==> src/rtl/bzr_pkg.sv <==
package bzr_pkg;

  typedef enum logic [2:0] {
    PH_IDLE    = 3'd0,
    PH_RESTART = 3'd1,
    PH_HIGH    = 3'd2,
    PH_LOW     = 3'd3,
    PH_WAIT    = 3'd4,
    PH_CHECK   = 3'd5
  } phase_e;

  typedef enum logic [1:0] {
    OP_NONE   = 2'd0,
    OP_NOTE   = 2'd1,
    OP_MELODY = 2'd2,
    OP_RSVD   = 2'd3
  } opcode_e;

  localparam logic [1:0] REG_NOTE_DURATION = 2'd0;
  localparam logic [1:0] REG_MELODY_STEP   = 2'd1;
  localparam logic [1:0] REG_MELODY_END    = 2'd2;

  localparam logic [15:0] NOTE_DURATION_RST = 16'd800;
  localparam logic [15:0] MELODY_STEP_RST   = 16'd2000;
  localparam logic [3:0]  MELODY_END_RST    = 4'd11;
  localparam logic [3:0]  MELODY_FIRST      = 4'd1;

  typedef struct packed {
    phase_e phase;
    logic   clr_total;
    logic   clr_cycle;
    logic   pin_hi;
    logic   pin_lo;
    logic   advance;
  } bzr_step_t;

  function automatic logic [3:0] half_period(input logic [3:0] p);
    logic [4:0] s;
    s = {1'b0, p} + 5'd1;
    return s[4:1];
  endfunction

endpackage

==> src/rtl/buzzer_note_and_melody_generator_core.sv <==
// Output: a result word is registered and is valid in the cycle after its input word is accepted.
// Throughput: one word per cycle; the next word is taken while a result waits,
// as long as the result register is empty or being drained in the same cycle.
// Reset: asynchronous, active low; both machines idle, pin low, counters zero,
// melody period one, configuration registers at their default values.
module buzzer_note_and_melody_generator_core import bzr_pkg::*; #(
  parameter int TICK_WIDTH = 16
) (
  input  logic        clk_i,
  input  logic        rst_ni,
  input  logic        cfg_we_i,
  input  logic [1:0]  cfg_idx_i,
  input  logic [15:0] cfg_wdata_i,
  input  logic        s_tvalid,
  output logic        s_tready,
  // Fields from bit 0: tick[0], opcode[2:1], note[6:3], zero fill.
  input  logic [7:0]  s_tdata,
  output logic        m_tvalid,
  input  logic        m_tready,
  // Fields from bit 0: pin_level[0], note_busy[1], melody_busy[2], zero fill.
  output logic [7:0]  m_tdata
);

  logic [15:0] note_dur_q;
  logic [15:0] mel_step_q;
  logic [3:0]  mel_end_q;

  phase_e                note_phase_q, note_phase_d;
  phase_e                mel_phase_q, mel_phase_d;
  logic [3:0]            note_period_q, note_period_d;
  logic [3:0]            mel_period_q, mel_period_d;
  logic [TICK_WIDTH-1:0] note_cycle_q, note_cycle_d;
  logic [TICK_WIDTH-1:0] note_total_q, note_total_d;
  logic [TICK_WIDTH-1:0] mel_cycle_q, mel_cycle_d;
  logic [TICK_WIDTH-1:0] mel_total_q, mel_total_d;
  logic                  pin_q, pin_d;
  logic                  out_valid_q;
  logic [2:0]            out_data_q;

  logic                  s_fire;
  logic                  tick;
  opcode_e               opcode;
  logic [3:0]            note;
  logic [TICK_WIDTH-1:0] note_cycle_b, note_total_b, mel_cycle_b, mel_total_b;
  bzr_step_t             note_step, mel_step;

  assign s_tready = !out_valid_q || m_tready;
  assign s_fire   = s_tvalid && s_tready;
  assign tick     = s_tdata[0];
  assign opcode   = opcode_e'(s_tdata[2:1]);
  assign note     = s_tdata[6:3];

  assign m_tvalid = out_valid_q;
  assign m_tdata  = {5'b0, out_data_q};

  function automatic logic [TICK_WIDTH-1:0] bump(input logic [TICK_WIDTH-1:0] c,
                                                input logic t);
    return (t && (c != '1)) ? c + TICK_WIDTH'(1) : c;
  endfunction

  assign note_cycle_b = bump(note_cycle_q, tick);
  assign note_total_b = bump(note_total_q, tick);
  assign mel_cycle_b  = bump(mel_cycle_q, tick);
  assign mel_total_b  = bump(mel_total_q, tick);

  bzr_fsm #(.TICK_WIDTH(TICK_WIDTH)) u_note_fsm (
    .phase_i    (note_phase_q),
    .period_i   (note_period_q),
    .cycle_i    (note_cycle_b),
    .total_i    (note_total_b),
    .duration_i (note_dur_q),
    .last_i     (1'b0),
    .chain_i    (1'b0),
    .step_o     (note_step)
  );

  bzr_fsm #(.TICK_WIDTH(TICK_WIDTH)) u_mel_fsm (
    .phase_i    (mel_phase_q),
    .period_i   (mel_period_q),
    .cycle_i    (mel_cycle_b),
    .total_i    (mel_total_b),
    .duration_i (mel_step_q),
    .last_i     (mel_period_q == mel_end_q),
    .chain_i    (1'b1),
    .step_o     (mel_step)
  );

  always_comb begin
    note_cycle_d  = note_step.clr_cycle ? '0 : note_cycle_b;
    note_total_d  = note_step.clr_total ? '0 : note_total_b;
    mel_cycle_d   = mel_step.clr_cycle ? '0 : mel_cycle_b;
    mel_total_d   = mel_step.clr_total ? '0 : mel_total_b;
    note_phase_d  = note_step.phase;
    mel_phase_d   = mel_step.phase;
    note_period_d = note_period_q;
    mel_period_d  = mel_step.advance ? mel_period_q + 4'd1 : mel_period_q;

    pin_d = pin_q;
    if (note_step.pin_hi) begin
      pin_d = 1'b1;
    end else if (note_step.pin_lo) begin
      pin_d = 1'b0;
    end
    if (mel_step.pin_hi) begin
      pin_d = 1'b1;
    end else if (mel_step.pin_lo) begin
      pin_d = 1'b0;
    end

    case (opcode)
      OP_NOTE: begin
        note_period_d = note;
        note_phase_d  = PH_RESTART;
      end
      OP_MELODY: begin
        mel_period_d = MELODY_FIRST;
        mel_phase_d  = PH_RESTART;
      end
      default: begin
      end
    endcase
  end

  always_ff @(posedge clk_i or negedge rst_ni) begin
    if (!rst_ni) begin
      note_dur_q <= NOTE_DURATION_RST;
      mel_step_q <= MELODY_STEP_RST;
      mel_end_q  <= MELODY_END_RST;
    end else if (cfg_we_i) begin
      case (cfg_idx_i)
        REG_NOTE_DURATION: note_dur_q <= cfg_wdata_i;
        REG_MELODY_STEP:   mel_step_q <= cfg_wdata_i;
        REG_MELODY_END:    mel_end_q  <= cfg_wdata_i[3:0];
        default: begin
        end
      endcase
    end
  end

  always_ff @(posedge clk_i or negedge rst_ni) begin
    if (!rst_ni) begin
      note_phase_q  <= PH_IDLE;
      mel_phase_q   <= PH_IDLE;
      note_period_q <= '0;
      mel_period_q  <= MELODY_FIRST;
      note_cycle_q  <= '0;
      note_total_q  <= '0;
      mel_cycle_q   <= '0;
      mel_total_q   <= '0;
      pin_q         <= 1'b0;
    end else if (s_fire) begin
      note_phase_q  <= note_phase_d;
      mel_phase_q   <= mel_phase_d;
      note_period_q <= note_period_d;
      mel_period_q  <= mel_period_d;
      note_cycle_q  <= note_cycle_d;
      note_total_q  <= note_total_d;
      mel_cycle_q   <= mel_cycle_d;
      mel_total_q   <= mel_total_d;
      pin_q         <= pin_d;
    end
  end

  always_ff @(posedge clk_i or negedge rst_ni) begin
    if (!rst_ni) begin
      out_valid_q <= 1'b0;
    end else if (s_fire) begin
      out_valid_q <= 1'b1;
    end else if (m_tready) begin
      out_valid_q <= 1'b0;
    end
  end

  always_ff @(posedge clk_i) begin
    if (s_fire) begin
      out_data_q <= {mel_phase_d != PH_IDLE, note_phase_d != PH_IDLE, pin_d};
    end
  end

  a_note_start: assert property (@(posedge clk_i) disable iff (!rst_ni)
    s_fire && (opcode == OP_NOTE) |=> m_tvalid && m_tdata[1])
    else $error("start note did not report note busy");

  a_mel_start: assert property (@(posedge clk_i) disable iff (!rst_ni)
    s_fire && (opcode == OP_MELODY) |=> (mel_period_q == MELODY_FIRST) && m_tdata[2])
    else $error("start melody did not restart at the first period");

  a_busy_match: assert property (@(posedge clk_i) disable iff (!rst_ni)
    m_tvalid |-> (m_tdata[1] == (note_phase_q != PH_IDLE)) &&
                 (m_tdata[2] == (mel_phase_q != PH_IDLE)))
    else $error("busy flags disagree with machine phases");

  a_hold: assert property (@(posedge clk_i) disable iff (!rst_ni)
    !s_fire |=> $stable(note_total_q) && $stable(mel_total_q) && $stable(pin_q))
    else $error("state changed without an accepted word");

endmodule

==> src/rtl/bzr_fsm.sv <==
module bzr_fsm import bzr_pkg::*; #(
  parameter int TICK_WIDTH = 16
) (
  input  phase_e                  phase_i,
  input  logic [3:0]              period_i,
  input  logic [TICK_WIDTH-1:0]   cycle_i,
  input  logic [TICK_WIDTH-1:0]   total_i,
  input  logic [15:0]             duration_i,
  input  logic                    last_i,
  input  logic                    chain_i,
  output bzr_step_t               step_o
);

  localparam int CmpW = (TICK_WIDTH > 16) ? TICK_WIDTH : 16;

  logic [TICK_WIDTH-1:0] half_ext;
  logic [TICK_WIDTH-1:0] period_ext;
  logic [CmpW-1:0]       total_ext;
  logic [CmpW-1:0]       dur_ext;

  assign half_ext   = {{(TICK_WIDTH-4){1'b0}}, half_period(period_i)};
  assign period_ext = {{(TICK_WIDTH-4){1'b0}}, period_i};
  assign total_ext  = CmpW'(total_i);
  assign dur_ext    = CmpW'(duration_i);

  always_comb begin
    step_o           = '0;
    step_o.phase     = phase_i;
    case (phase_i)
      PH_RESTART: begin
        step_o.clr_total = 1'b1;
        step_o.phase     = PH_HIGH;
      end
      PH_HIGH: begin
        step_o.clr_cycle = 1'b1;
        step_o.pin_hi    = 1'b1;
        step_o.phase     = PH_LOW;
      end
      PH_LOW: begin
        if (cycle_i >= half_ext) begin
          step_o.pin_lo = 1'b1;
          step_o.phase  = PH_WAIT;
        end
      end
      PH_WAIT: begin
        if (cycle_i >= period_ext) begin
          step_o.phase = PH_CHECK;
        end
      end
      PH_CHECK: begin
        if (last_i) begin
          step_o.phase = PH_IDLE;
        end else if (total_ext < dur_ext) begin
          step_o.phase = PH_HIGH;
        end else if (chain_i) begin
          step_o.advance = 1'b1;
          step_o.phase   = PH_RESTART;
        end else begin
          step_o.phase = PH_IDLE;
        end
      end
      default: begin
        step_o.phase = phase_i;
      end
    endcase
  end

endmodule

==> config.mk <==
export PLATFORM = sky130hd
export DESIGN_NAME = buzzer_note_and_melody_generator_core
export DESIGN_NICKNAME = d
export VERILOG_FILES = /design/src/rtl/bzr_pkg.sv /design/src/rtl/buzzer_note_and_melody_generator_core.sv /design/src/rtl/bzr_fsm.sv
export SDC_FILE = /design/constraint.sdc
export NUM_CORES = 1
export LEC_CHECK = 0
export BUFFER_PORTS_ARGS = -buffer_cell sky130_fd_sc_hd__buf_2
export CAP_MARGIN = 20
export CORE_ASPECT_RATIO = 0.6
export CORE_MARGIN = 1.5
export CORE_UTILIZATION = 50
export CTS_CLUSTER_DIAMETER = 60
export CTS_CLUSTER_SIZE = 12
export DETAILED_ROUTE_END_ITERATION = 16
export GPL_ROUTABILITY_DRIVEN = 1
export PLACE_DENSITY = 0.76
export SETUP_SLACK_MARGIN = 0.5
export SLEW_MARGIN = 20
export SYNTH_ARGS = -nofsm -noshare
export SYNTH_HDL_FRONTEND = slang
export SYNTH_SLANG_ARGS = --single-unit
export TNS_END_PERCENT = 30
==> constraint.sdc <==
create_clock -name clk_i -period 3.5 [get_ports clk_i]
set_clock_uncertainty 0.05 [all_clocks]
set_input_delay 0.525 -clock clk_i [delete_from_list [all_inputs] [get_ports clk_i]]
set_output_delay 0.525 -clock clk_i [all_outputs]
set_load 0.02 [all_outputs]
Yosys cells after proc, flatten, opt, wreduce, memory -nomap -nowiden
Cells that the tools add are included.
W data, S select, Z words.
{ "classes": {"bitwise": 0, "order_cmp": 6, "n_reduce_logical": 17, "mul": 0, "eq_ne": 19, "addsub": 7, "n_div": 0, "shift": 0, "mux": 38} }
{ "op_table": {"columns": ["cell", "n"], "rows": [
  ["$mux W16", 8],
  ["$add A16 B1 Y16 const B", 4],
  ["$ge A16 B4 Y1", 4],
  ["$ne A16 B16 Y1 const B", 4],
  ["$lt A16 B16 Y1", 2],
  ["$pmux W3 S5", 2],
  ["$mux W3", 7],
  ["$mux W1", 15],
  ["$eq A3 B2 Y1 const B", 4],
  ["$eq A3 B3 Y1 const B", 4],
  ["$add A4 B1 Y5 const B", 2],
  ["$reduce_and A2 Y1", 5],
  ["$mux W2", 4],
  ["$mux W4", 2],
  ["$eq A3 B1 Y1 const B", 2],
  ["$reduce_bool A3 Y1", 2],
  ["$logic_and A1 B1 Y1", 5],
  ["$add A4 B1 Y4 const B", 1],
  ["$eq A2 B1 Y1 const B", 2],
  ["$eq A2 B2 Y1 const B", 2],
  ["$eq A4 B4 Y1", 1],
  ["$reduce_bool A2 Y1", 2],
  ["$logic_not A2 Y1", 1],
  ["$logic_not A1 Y1", 1],
  ["$logic_or A1 B1 Y1", 1]
]} }
{ "totals": {"latchBits": 0, "ff_bits": 119, "out_inout_bits": 10, "input_bits": 31, "memories": 0, "romBits": 0, "word_cells": 101, "ramBits": 0} }

Longest topological paths before layout
Gate-level depths: netlist of the first run.
{ "depth": {"depth_word": 10, "depth_mapped": 16, "ltp_nobuf": 16} }

By module
From an unflattened synthesis of the first run, not the netlist that was laid out.
{ "unflattened": {"hier_cells": 968, "hier_area_um2": 8859.7} }
{ "modules_own_cells": {"columns": ["module", "cells_each", "area_each_um2", "seq_area_each_um2", "instances"], "rows": [
  ["buzzer_note_and_melody_generator_core", 760, 7335.8, 3009.1, 1],
  ["bzr_fsm", 104, 762.0, 0.0, 2]
]} }

Worst setup path after synthesis of the first run
No wires, ideal clock.
{ "synth_timing": {"path_type": "register -> register", "start": "reg mel_total_q[0]", "end": "reg mel_period_q[2]", "period_less_slack_ps": 3647, "n_path_buf": 0, "required_ps": 3362, "arrival_time_ps": 3510, "slack_ps": -147, "setup_ps": 88, "stages_incl_launch_ff": 15, "path_cell_list": "dfrtp_1 > ha_1 > nand4_1 > o41a_1 > nand4_1 > nor2_1 > nand3_1 > xnor2_1 > ha_1 > nand4_1 > nor4_1 > o311ai_2 > a2111oi_2 > nand3_1 > o211ai_1"} }
{ "synth_between": {"elab_chain_cells": 9, "word_cells_on_any_way": 10, "classes_between": "add/sub: 1; order compare: 1; eq/ne: 1; mux: 4; reduce/logical: 3"} }
{ "synth_lines": {"columns": ["element", "line_no", "text"], "rows": [
  ["start: declaration", "buzzer_note_and_melody_generator_core.sv:35", "logic [TICK_WIDTH-1:0] mel_total_q, mel_total_d;"],
  ["start signal: assignment", "buzzer_note_and_melody_generator_core.sv:159", "mel_total_q <= mel_total_d;"],
  ["branches (longest 2 deep; another with $add A16 B1 Y16)", null, null],
  ["$mux W16 *", "buzzer_note_and_melody_generator_core.sv:58", "return (t && (c != '1)) ? c + TICK_WIDTH'(1) : c;"],
  ["$lt A16 B16 Y1 *", "bzr_fsm.sv:53", "end else if (total_ext < dur_ext) begin"],
  ["$mux W1 *", "bzr_fsm.sv:53", null],
  ["$mux W1 *", "bzr_fsm.sv:51", "if (last_i) begin"],
  ["$mux W1 *", "bzr_fsm.sv:29", "case (phase_i)"],
  ["$reduce_bool A2 Y1 (no line) *", null, null],
  ["$reduce_and A2 Y1 (no line) *", null, null],
  ["end signal: assignment", "buzzer_note_and_melody_generator_core.sv:155", "mel_period_q <= mel_period_d;"],
  ["end: declaration", "buzzer_note_and_melody_generator_core.sv:31", "logic [3:0] mel_period_q, mel_period_d;"]
]} }
Every way passes the cells marked *.
A chain may end at the register's enable or synchronous reset.

Worst setup path after layout of the first run
{ "layout_timing": {"start": "reg mel_total_q[6]", "end": "reg mel_period_q[2]"} }
The elaborated chain is that of the path after synthesis.

==> qor.csv, run 1 <==
stage,metric,value,unit
status,failing checks,setup timing,
synth,"top cells by area, synth","dfrtp_1, ha_1, o21ai_0",
worst_hold_path,HP Class,in2async,
worst_setup_path,Worst Path Max Fanout,8,
route,WL/cell,18.2,um
power_and_ir_drop,Sequential Power Share,36.0,%
clock_network,"Reg clk slew, reported paths",0.06,ns
route,Max Used Layer,met4,
worst_setup_path,CP required,3.77,ns
clock_network,worst skew pair latency,0.42,ns
power_and_ir_drop,clock power share,32.6,%
timing,Final TNS setup,-0.0480,ns
route,metal2 WL,9910,um
timing,number of hold violations in the final report,0,
synth,Synth cell types,81,
synth,Post-synth EDFFs,3,
floorplanning,row count,36,
route,Routed met3 length,1630,um
synth,most common cell in the netlist,nand2_1,
worst_setup_path,reg2reg start,mel_total_q[6],
synth,Seq cells post-synth,119,
global_route,vias in the first global route,6929,
synth,Post-Syn Area,0.00829,mm2
floorplanning,Die Wd,169,um
placement,global placer's final weighted congestion,0.920,
cells_and_area,diodes inserted,0,
power_and_ir_drop,P_sw,1.82,mW
synth,most frequent cells after synthesis,"nand2_1, dfrtp_1, o21ai_0, nor2_1, ha_1",
clock_network,Root Buffer,clkbuf_16,
floorplanning,# IOs,41,
global_route,GRT overflow,0,
cells_and_area,Final nets,1091,
global_route,largest net degree at the start of global routing,63,
timing,fin crit period,3.53,ns
worst_setup_path,path type of the worst setup path,reg2reg,
power_and_ir_drop,peak supply drop,0.436,mV
cells_and_area,fin util,61.1,%
worst_setup_path,Startpoint Class,register,
floorplanning,Initial Utilization,51.1,%
status,outcome,"finished, violations left",
floorplanning,die height,103,um
synth,most area-hungry cell type in the Yosys netlist,dfrtp_1,
run,Max Cap Viol,0,
placement,dpl hpwl,15300,um
worst_setup_path,WP data arrival,3.80,ns
synth,yosys warns,0,
power_and_ir_drop,switching portion of total power,35.5,%
synth,syn_area_per_cell,9.02,um2
timing,Finish-stage setup viols,3,
synth,Post-synth top flop,dfrtp_1,
power_and_ir_drop,power per cell area,517,mW/mm2
worst_setup_path,"Largest stage delay, worst path",0.40,ns
floorplanning,die area,0.0174,mm2
timing,RSZ-0062 raised after global routing,yes,
cells_and_area,post-route insts no fill,1230,
timing,fin. max-slew vios,0,
power_and_ir_drop,"Power, Total",5.12,mW
timing,setup ws final,-0.0329,ns
cells_and_area,"Area growth, synth to finish",19.6,%
synth,Cells after Synth,919,
placement,Cells after DPL,1177,
route,DRT iter0 DRCs,707,
worst_setup_path,CP max stage cell,a2111oi_4,
timing,period utilization,101,%
clock_network,CTS Sinks,119,
worst_setup_path,endpoint type of the worst setup path,register,
timing,Max Fclk,283,MHz
global_route,first-pass GRT wire length,35900,um
worst_setup_path,crit path cell chain,nand4_1 -> buf_6 -> buf_4 -> buf_4 -> buf_4 -> nor2_4 -> nand2_1 -> xnor2_1 -> ha_1 -> nand4_1 -> nor2_2 -> a2111oi_4 -> buf_4 -> buf_6 -> a2111oi_4 -> nand3_1 -> o211ai_1,
synth,Post-synth ARST share,97.5,%
route,M1 wire length,10600,um
route,vias,7412,
clock_network,H-tree Lvls,4,
clock_network,CTS buffer count,17,
power_and_ir_drop,leakage dissipation,4.45,nW
worst_setup_path,Setup crit start,mel_total_q[6],
worst_setup_path,crit-path most repeated cell,buf_4,
route,DR DRC count,0,
route,remaining antenna violation count,0,
placement,Port Buffers,34,
power_and_ir_drop,Pint,3.30,mW
route,Via density,6.03,
clock_network,Post-CTS Hold Buffers,0,
route,DRT Wirelength,22400,um
global_route,antenna violations before repair,0,
clock_network,CTS tree,done,
global_route,Total Routing Usage GR,26.4,%
floorplanning,core footprint,0.0162,mm2
clock_network,CTS Buffer Depth,2,
placement,Setup WS pre-CTS,-0.0931,ns
synth,"Seq/Total Area, Yosys",36.3,%
synth,top cell type's share of synthesized area,31.1,%
route,1st-pass router iterations,5,
timing,Slew headroom,42.5,%
cells_and_area,layout cells sized above 1,25.7,%
timing,worst-margin pin slew,0.861,ns
power_and_ir_drop,Comb power frac,31.4,%
==> critical path: cells and delay by family (launching register included) <==
family | cells | cell delay (ns)
AO/OA/AOI/OAI | 3 | 0.59
XOR/XNOR | 1 | 0.16
buffers and inverters | 6 | 0.86
flip-flops | 1 | 0.37
adder cells (fa/ha/maj) | 1 | 0.29
AND/OR/NAND/NOR | 6 | 1.10
==> sequential cells by signal, summed over array words and instances (netlist names), 3 cells and up <==
| name | cells |
|---|---|
| mel_cycle_q | 16 |
| mel_end_q | 4 |
| mel_period_q | 4 |
| mel_phase_q | 3 |
| mel_step_q | 16 |
| mel_total_q | 16 |
| note_cycle_q | 16 |
| note_dur_q | 16 |
| note_period_q | 4 |
| note_phase_q | 3 |
| note_total_q | 16 |
| out_data_q | 3 |
==> final timing paths <==
| path | to | slack, ns | cells past startpoint |
|---|---|---|---|
| min | note_total_q[9] | 0.13 | 1 |
| max in group asynchronous | mel_step_q[8] | 2.42 | 2 |
| max | mel_period_q[2] | -0.03 | 17 |
| min reg2reg | mel_step_q[3] | 0.46 | 1 |
| min in group clk_i | m_tvalid | 0.27 | 2 |
| max reg2reg | mel_period_q[2] | -0.03 | 17 |
==> stage by stage <==
| stage | hold WS, ns | instance area [um2] |
|---|---|---|
| final | 0.130 | 9910 |
| after global routing | 0.196 | 9910 |
| after CTS | 0.161 | 9610 |
| after detailed placement | 0.445 | 8920 |
| after global placement | 0.440 | 8920 |
| after floorplan | 0.179 | 8330 |
==> per-layer routing <==
| metal | vias up | global-route usage (%) |
|---|---|---|
| met2 | 290 | 40.6 |
| li1 | 3511 | - |
| met4 | 0 | 6.74 |
| met3 | 26 | 5.76 |
| met1 | 3585 | 38.0 |
| met5 | - | 0 |
==> what timing repair did <==
action / 4_1_cts / 5_1_grt
resized for setup: 7 / 48
pin swaps: 14 / 31
endpoints found under the setup margin: 13 / 13
endpoints found under the hold margin: 0 / 0
setup buffers: 13 / 8
==> final cells by class <==
type / instances / area (um2)
Fill cell: 1300 / 6300
Multi-Input combinational cell: 703 / 5080
Sequential cell: 119 / 3020
Timing Repair Buffer: 117 / 811
Clock buffer: 19 / 443
Tap cell: 209 / 262
Inverter: 50 / 188
Clock inverter: 13 / 106
==> cells by family after synthesis <==
family                   after synthesis  synth area share, %
AND/OR/NAND/NOR                      333                 21.3
other                                  1               0.0453
XOR/XNOR                              47                 4.97
flip-flops                           119                 36.3
adder cells (fa/ha/maj)               52                 7.85
multiplexers                          30                 4.03
buffers and inverters                101                 6.08
AO/OA/AOI/OAI                        236                 19.4
==> power by group through the flow <==
| stage | clock (mW) | combinational [mW] | sequential (mW) |
|---|---|---|---|
| 2_1_floorplan | 0 | 1.10 | 1.77 |
| 3_3_place_gp | 0 | 1.40 | 1.83 |
| 3_5_place_dp | 0 | 1.45 | 1.84 |
| 4_1_cts | 1.68 | 1.48 | 1.83 |
| 5_1_grt | 1.75 | 1.80 | 1.88 |
| 6_report | 1.67 | 1.61 | 1.84 |
==> layout by cell type (no fill, tap or decap), types with 4 or more instances in the layout <==
| cell type | synthesis | layout |
|---|---|---|
| nor2_1 | 57 | 53 |
| dfrtp_2 | 0 | 7 |
| xnor2_1 | 36 | 33 |
| a22o_1 | 13 | 13 |
| ha_1 | 52 | 49 |
| nor3_1 | 10 | 10 |
| clkinvlp_4 | 0 | 5 |
| dfrtp_1 | 103 | 96 |
| nand2_2 | 1 | 4 |
| nor2b_1 | 13 | 13 |
| o211ai_1 | 6 | 6 |
| a31oi_1 | 12 | 12 |
| o31ai_1 | 25 | 25 |
| nand2b_1 | 20 | 20 |
| nor4_4 | 2 | 7 |
| clkinv_2 | 0 | 6 |
| inv_1 | 49 | 49 |
| a21oi_2 | 2 | 7 |
| buf_2 | 12 | 33 |
| nand4_1 | 36 | 36 |
| and3_1 | 9 | 9 |
| o41a_1 | 4 | 4 |
| o21ai_1 | 6 | 5 |
| dfstp_2 | 13 | 13 |
| buf_6 | 4 | 4 |
| mux2_2 | 27 | 25 |
| clkbuf_16 | 0 | 17 |
| nand3_1 | 33 | 27 |
| xor2_1 | 11 | 10 |
| nand3_2 | 1 | 6 |
| a21oi_1 | 38 | 32 |
| buf_4 | 8 | 80 |
| or3_1 | 5 | 5 |
| nor4_2 | 6 | 4 |
| o21ai_0 | 81 | 81 |
| nand2_1 | 107 | 103 |
| a21o_1 | 13 | 13 |
| nor4_1 | 8 | 5 |
| conb_1 | 1 | 5 |
| and2_1 | 4 | 4 |
Power figures use the tool's default switching activity.
==> run 2: changes to the inputs <==
Settings changed: PLACE_DENSITY 0.76 to not set, PLACE_DENSITY_LB_ADDON set to 0.12, SYNTH_HIERARCHICAL set to 1.
==> qor.csv, run 2 <==
stage,metric,value,unit,change
global_route,antenna violations before repair,0,,unchanged
synth,Post-synth EDFFs,3,,unchanged
power_and_ir_drop,power per cell area,700,mW/mm2,+35%
timing,Slew headroom,45.3,%,+2.8 points
worst_setup_path,Reg2Reg Setup Slack,0.16,ns,+0.20 ns
timing,Finish-stage setup viols,0,,-3
global_route,largest net degree at the start of global routing,68,,+7.9%
worst_setup_path,endpoint type of the worst setup path,register,,
synth,most area-hungry cell type in the Yosys netlist,dfrtp_1,,
worst_setup_path,RR Endpoint,mel_period_q[3],,
worst_setup_path,Startpoint Class,register,,
floorplanning,row count,37,,+2.8%
synth,Synth cell types,74,,-8.6%
status,outcome,completed,,
synth,most frequent cells after synthesis,"dfrtp_1, inv_1, nand2_1, nor2_1, ha_1",,
route,1st-pass router iterations,5,,unchanged
placement,area post-placement,0.00966,mm2,+8.3%
global_route,first-pass GRT wire length,39300,um,+9.3%
synth,syn_area_per_cell,9.15,um2,+1.5%
global_route,GRT overflow,0,,unchanged
global_route,vias in the first global route,7505,,+8.3%
worst_setup_path,CP required,3.79,ns,+0.02 ns
power_and_ir_drop,peak supply drop,0.434,mV,-0.39%
power_and_ir_drop,Pint,4.52,mW,+37%
synth,Post-synth ARST share,97.5,%,unchanged
worst_setup_path,path type of the worst setup path,reg2reg,,
synth,"top cells by area, synth","dfrtp_1, ha_1, mux2_2",,
clock_network,"Reg clk slew, reported paths",0.06,ns,about the same
route,remaining antenna violation count,0,,unchanged
synth,Cells after Synth,968,,+5.3%
power_and_ir_drop,Comb power frac,45.4,%,+14 points
synth,yosys warns,6,,+6
timing,fin. max-slew vios,0,,unchanged
cells_and_area,"commonest non-fill, non-tap cell in the layout",buf_4,,
cells_and_area,fill count,1456,,+12%
synth,Seq cells post-synth,119,,unchanged
placement,global placer's final weighted congestion,0.873,,-5.1%
worst_setup_path,reg2reg start,mel_total_q[1],,
floorplanning,Initial Utilization,51.4,%,+0.34 points
cells_and_area,diodes inserted,0,,unchanged
synth,"Seq/Total Area, Yosys",34.0,%,-2.3 points
clock_network,CTS buffer count,17,,unchanged
clock_network,CTS tree,done,,
cells_and_area,"Area growth, synth to finish",23.3,%,
cells_and_area,layout cells sized above 1,30.3,%,+4.7 points
route,DRT Wirelength,24600,um,+9.8%
clock_network,CTS Buffer Depth,2,,unchanged
floorplanning,die height,106,um,+3.3%
floorplanning,die area,0.0186,mm2,+6.7%
route,DR DRC count,0,,unchanged
floorplanning,core footprint,0.0172,mm2,+6.2%
floorplanning,Die Wd,175,um,+3.3%
clock_network,CTS Sinks,119,,unchanged
run,Max Cap Viol,0,,unchanged
cells_and_area,Final nets,1172,,+7.4%
worst_setup_path,Worst Path Max Fanout,4,,-4
placement,Port Buffers,34,,unchanged
clock_network,H-tree Lvls,4,,unchanged
timing,period utilization,95.3,%,-5.6 points
clock_network,Post-CTS Hold Buffers,0,,unchanged
power_and_ir_drop,"Power, Total",7.64,mW,+49%
synth,Post-Syn Area,0.00886,mm2,+6.9%
worst_setup_path,WP data arrival,3.62,ns,-0.18 ns
power_and_ir_drop,Sequential Power Share,30.6,%,-5.4 points
power_and_ir_drop,switching portion of total power,40.8,%,+5.3 points
timing,number of hold violations in the final report,0,,unchanged
clock_network,worst skew pair latency,0.41,ns,about the same
timing,Max Fclk,300,MHz,+5.9%
synth,most common cell in the netlist,dfrtp_1,,
cells_and_area,sequential standard cell area,0.00303,mm2,+0.41%
worst_setup_path,R2R depth,15,,-2
synth,top cell type's share of synthesized area,29.1,%,-2.0 points
synth,Post-synth top flop,dfrtp_1,,
worst_hold_path,HP Class,in2async,,
route,Via density,5.97,,-0.92%
floorplanning,# IOs,41,,unchanged
route,DRT iter0 DRCs,726,,+2.7%
route,WL/cell,18.4,um,+1.2%
timing,RSZ-0062 raised after global routing,yes,,
cells_and_area,design area,0.0109,mm2,+10%
placement,dpl hpwl,16600,um,+8.7%
cells_and_area,most frequent cells in the layout,"buf_4, dfrtp_1, inv_1",,
cells_and_area,Multi-input gate area,0.00566,mm2,+11%
timing,fin crit period,3.34,ns,-0.198 ns
power_and_ir_drop,leakage dissipation,4.85,nW,+8.9%
route,vias,7971,,+7.5%
global_route,Total Routing Usage GR,26.9,%,+0.47 points
power_and_ir_drop,clock power share,24.0,%,-8.6 points
timing,worst-margin pin slew,0.820,ns,-0.0406 ns
clock_network,Root Buffer,clkbuf_16,,
power_and_ir_drop,P_sw,3.12,mW,+72%
run 2: logic make-up (layout without fill, tap and decap cells):
logic type               count (synthesis)  after routing  synth area share [%]
AND/OR/NAND/NOR                        380            380                  24.8
flip-flops                             119            119                  34.0
adder cells (fa/ha/maj)                 53             53                  7.48
multiplexers                            41             41                  5.21
AO/OA/AOI/OAI                          189            189                  16.8
XOR/XNOR                                55             55                  5.44
buffers and inverters                  129            255                  6.17
other                                    2              9                0.0848
run 2: critical path, cell delays in order (launching register included):
cell,delay (ns)
dfrtp_1,0.40
ha_4,0.16
nand4_1,0.14
buf_4,0.20
nor4_4,0.34
buf_4,0.21
nor3_2,0.04
xor2_1,0.18
ha_1,0.33
nand2_2,0.10
o21ai_2,0.18
nand2_2,0.10
a31oi_4,0.22
nand4_1,0.13
or4_1,0.40
o21ai_0,0.08
run 2: cell type report:
type / count / share of cell area [%]
clock inverter: 12 / 1.36
tap: 234 / 2.68
clock buffer: 20 / 4.19
sequential: 119 / 27.7
timing repair buffer: 144 / 9.49
multi-input combinational: 727 / 51.8
inverter: 79 / 2.72
run 2: power by group through the flow:
| stage | Sequential (mW) | Clock (mW) | Combinational, mW |
|---|---|---|---|
| floorplan | 2.14 | 0 | 2.29 |
| global placement | 2.27 | 0 | 2.95 |
| detailed placement | 2.28 | 0 | 3.02 |
| CTS | 2.29 | 1.87 | 3.22 |
| global route | 2.40 | 1.93 | 3.85 |
| finish | 2.34 | 1.84 | 3.47 |
run 2: metrics by stage:
stage | hold WS, ns | cells | worst slack (ns) | utilization [%] | TNS, ns
finish | 0.0704 | 1335 | 0.165 | 63.4 | 0
global route | 0.110 | 1335 | -0.0431 | 63.4 | -0.0844
CTS | 0.0876 | 1321 | 0.263 | 61.9 | 0
detailed placement | 0.446 | 1263 | 0.0190 | 56.1 | 0
global placement | 0.439 | 1263 | 0.0214 | 56.1 | 0
floorplan | 0.179 | 975 | 0.124 | - | 0
run 2: how the worst max path moves through the flow:
stage	end	slack [ns]	cells past startpoint	from
2_1_floorplan	mel_period_q[3]	0.12	13	mel_total_q[0]
5_1_grt	mel_phase_q[1]	-0.04	14	mel_total_q[1]
3_5_place_dp	mel_period_q[3]	0.02	13	s_tdata[0]
4_1_cts	pin_q	0.26	13	note_cycle_q[14]
6_report	mel_period_q[3]	0.16	15	mel_total_q[1]
3_3_place_gp	mel_period_q[3]	0.02	13	s_tdata[0]
run 2: metal layers:
| metal | up-vias | track usage, % | routed length (um) |
|---|---|---|---|
| met5 | - | 0 | 0 |
| met4 | 0 | 7.69 | 306 |
| met2 | 224 | 38.1 | 10300 |
| met3 | 22 | 4.26 | 1320 |
| met1 | 3882 | 41.5 | 12700 |
| li1 | 3843 | - | - |
run 2: repair_timing:
action	in CTS	in global routing
buffers inserted	26	14
pin swaps	13	33
endpoints found under the setup margin	14	14
resized for setup	48	41
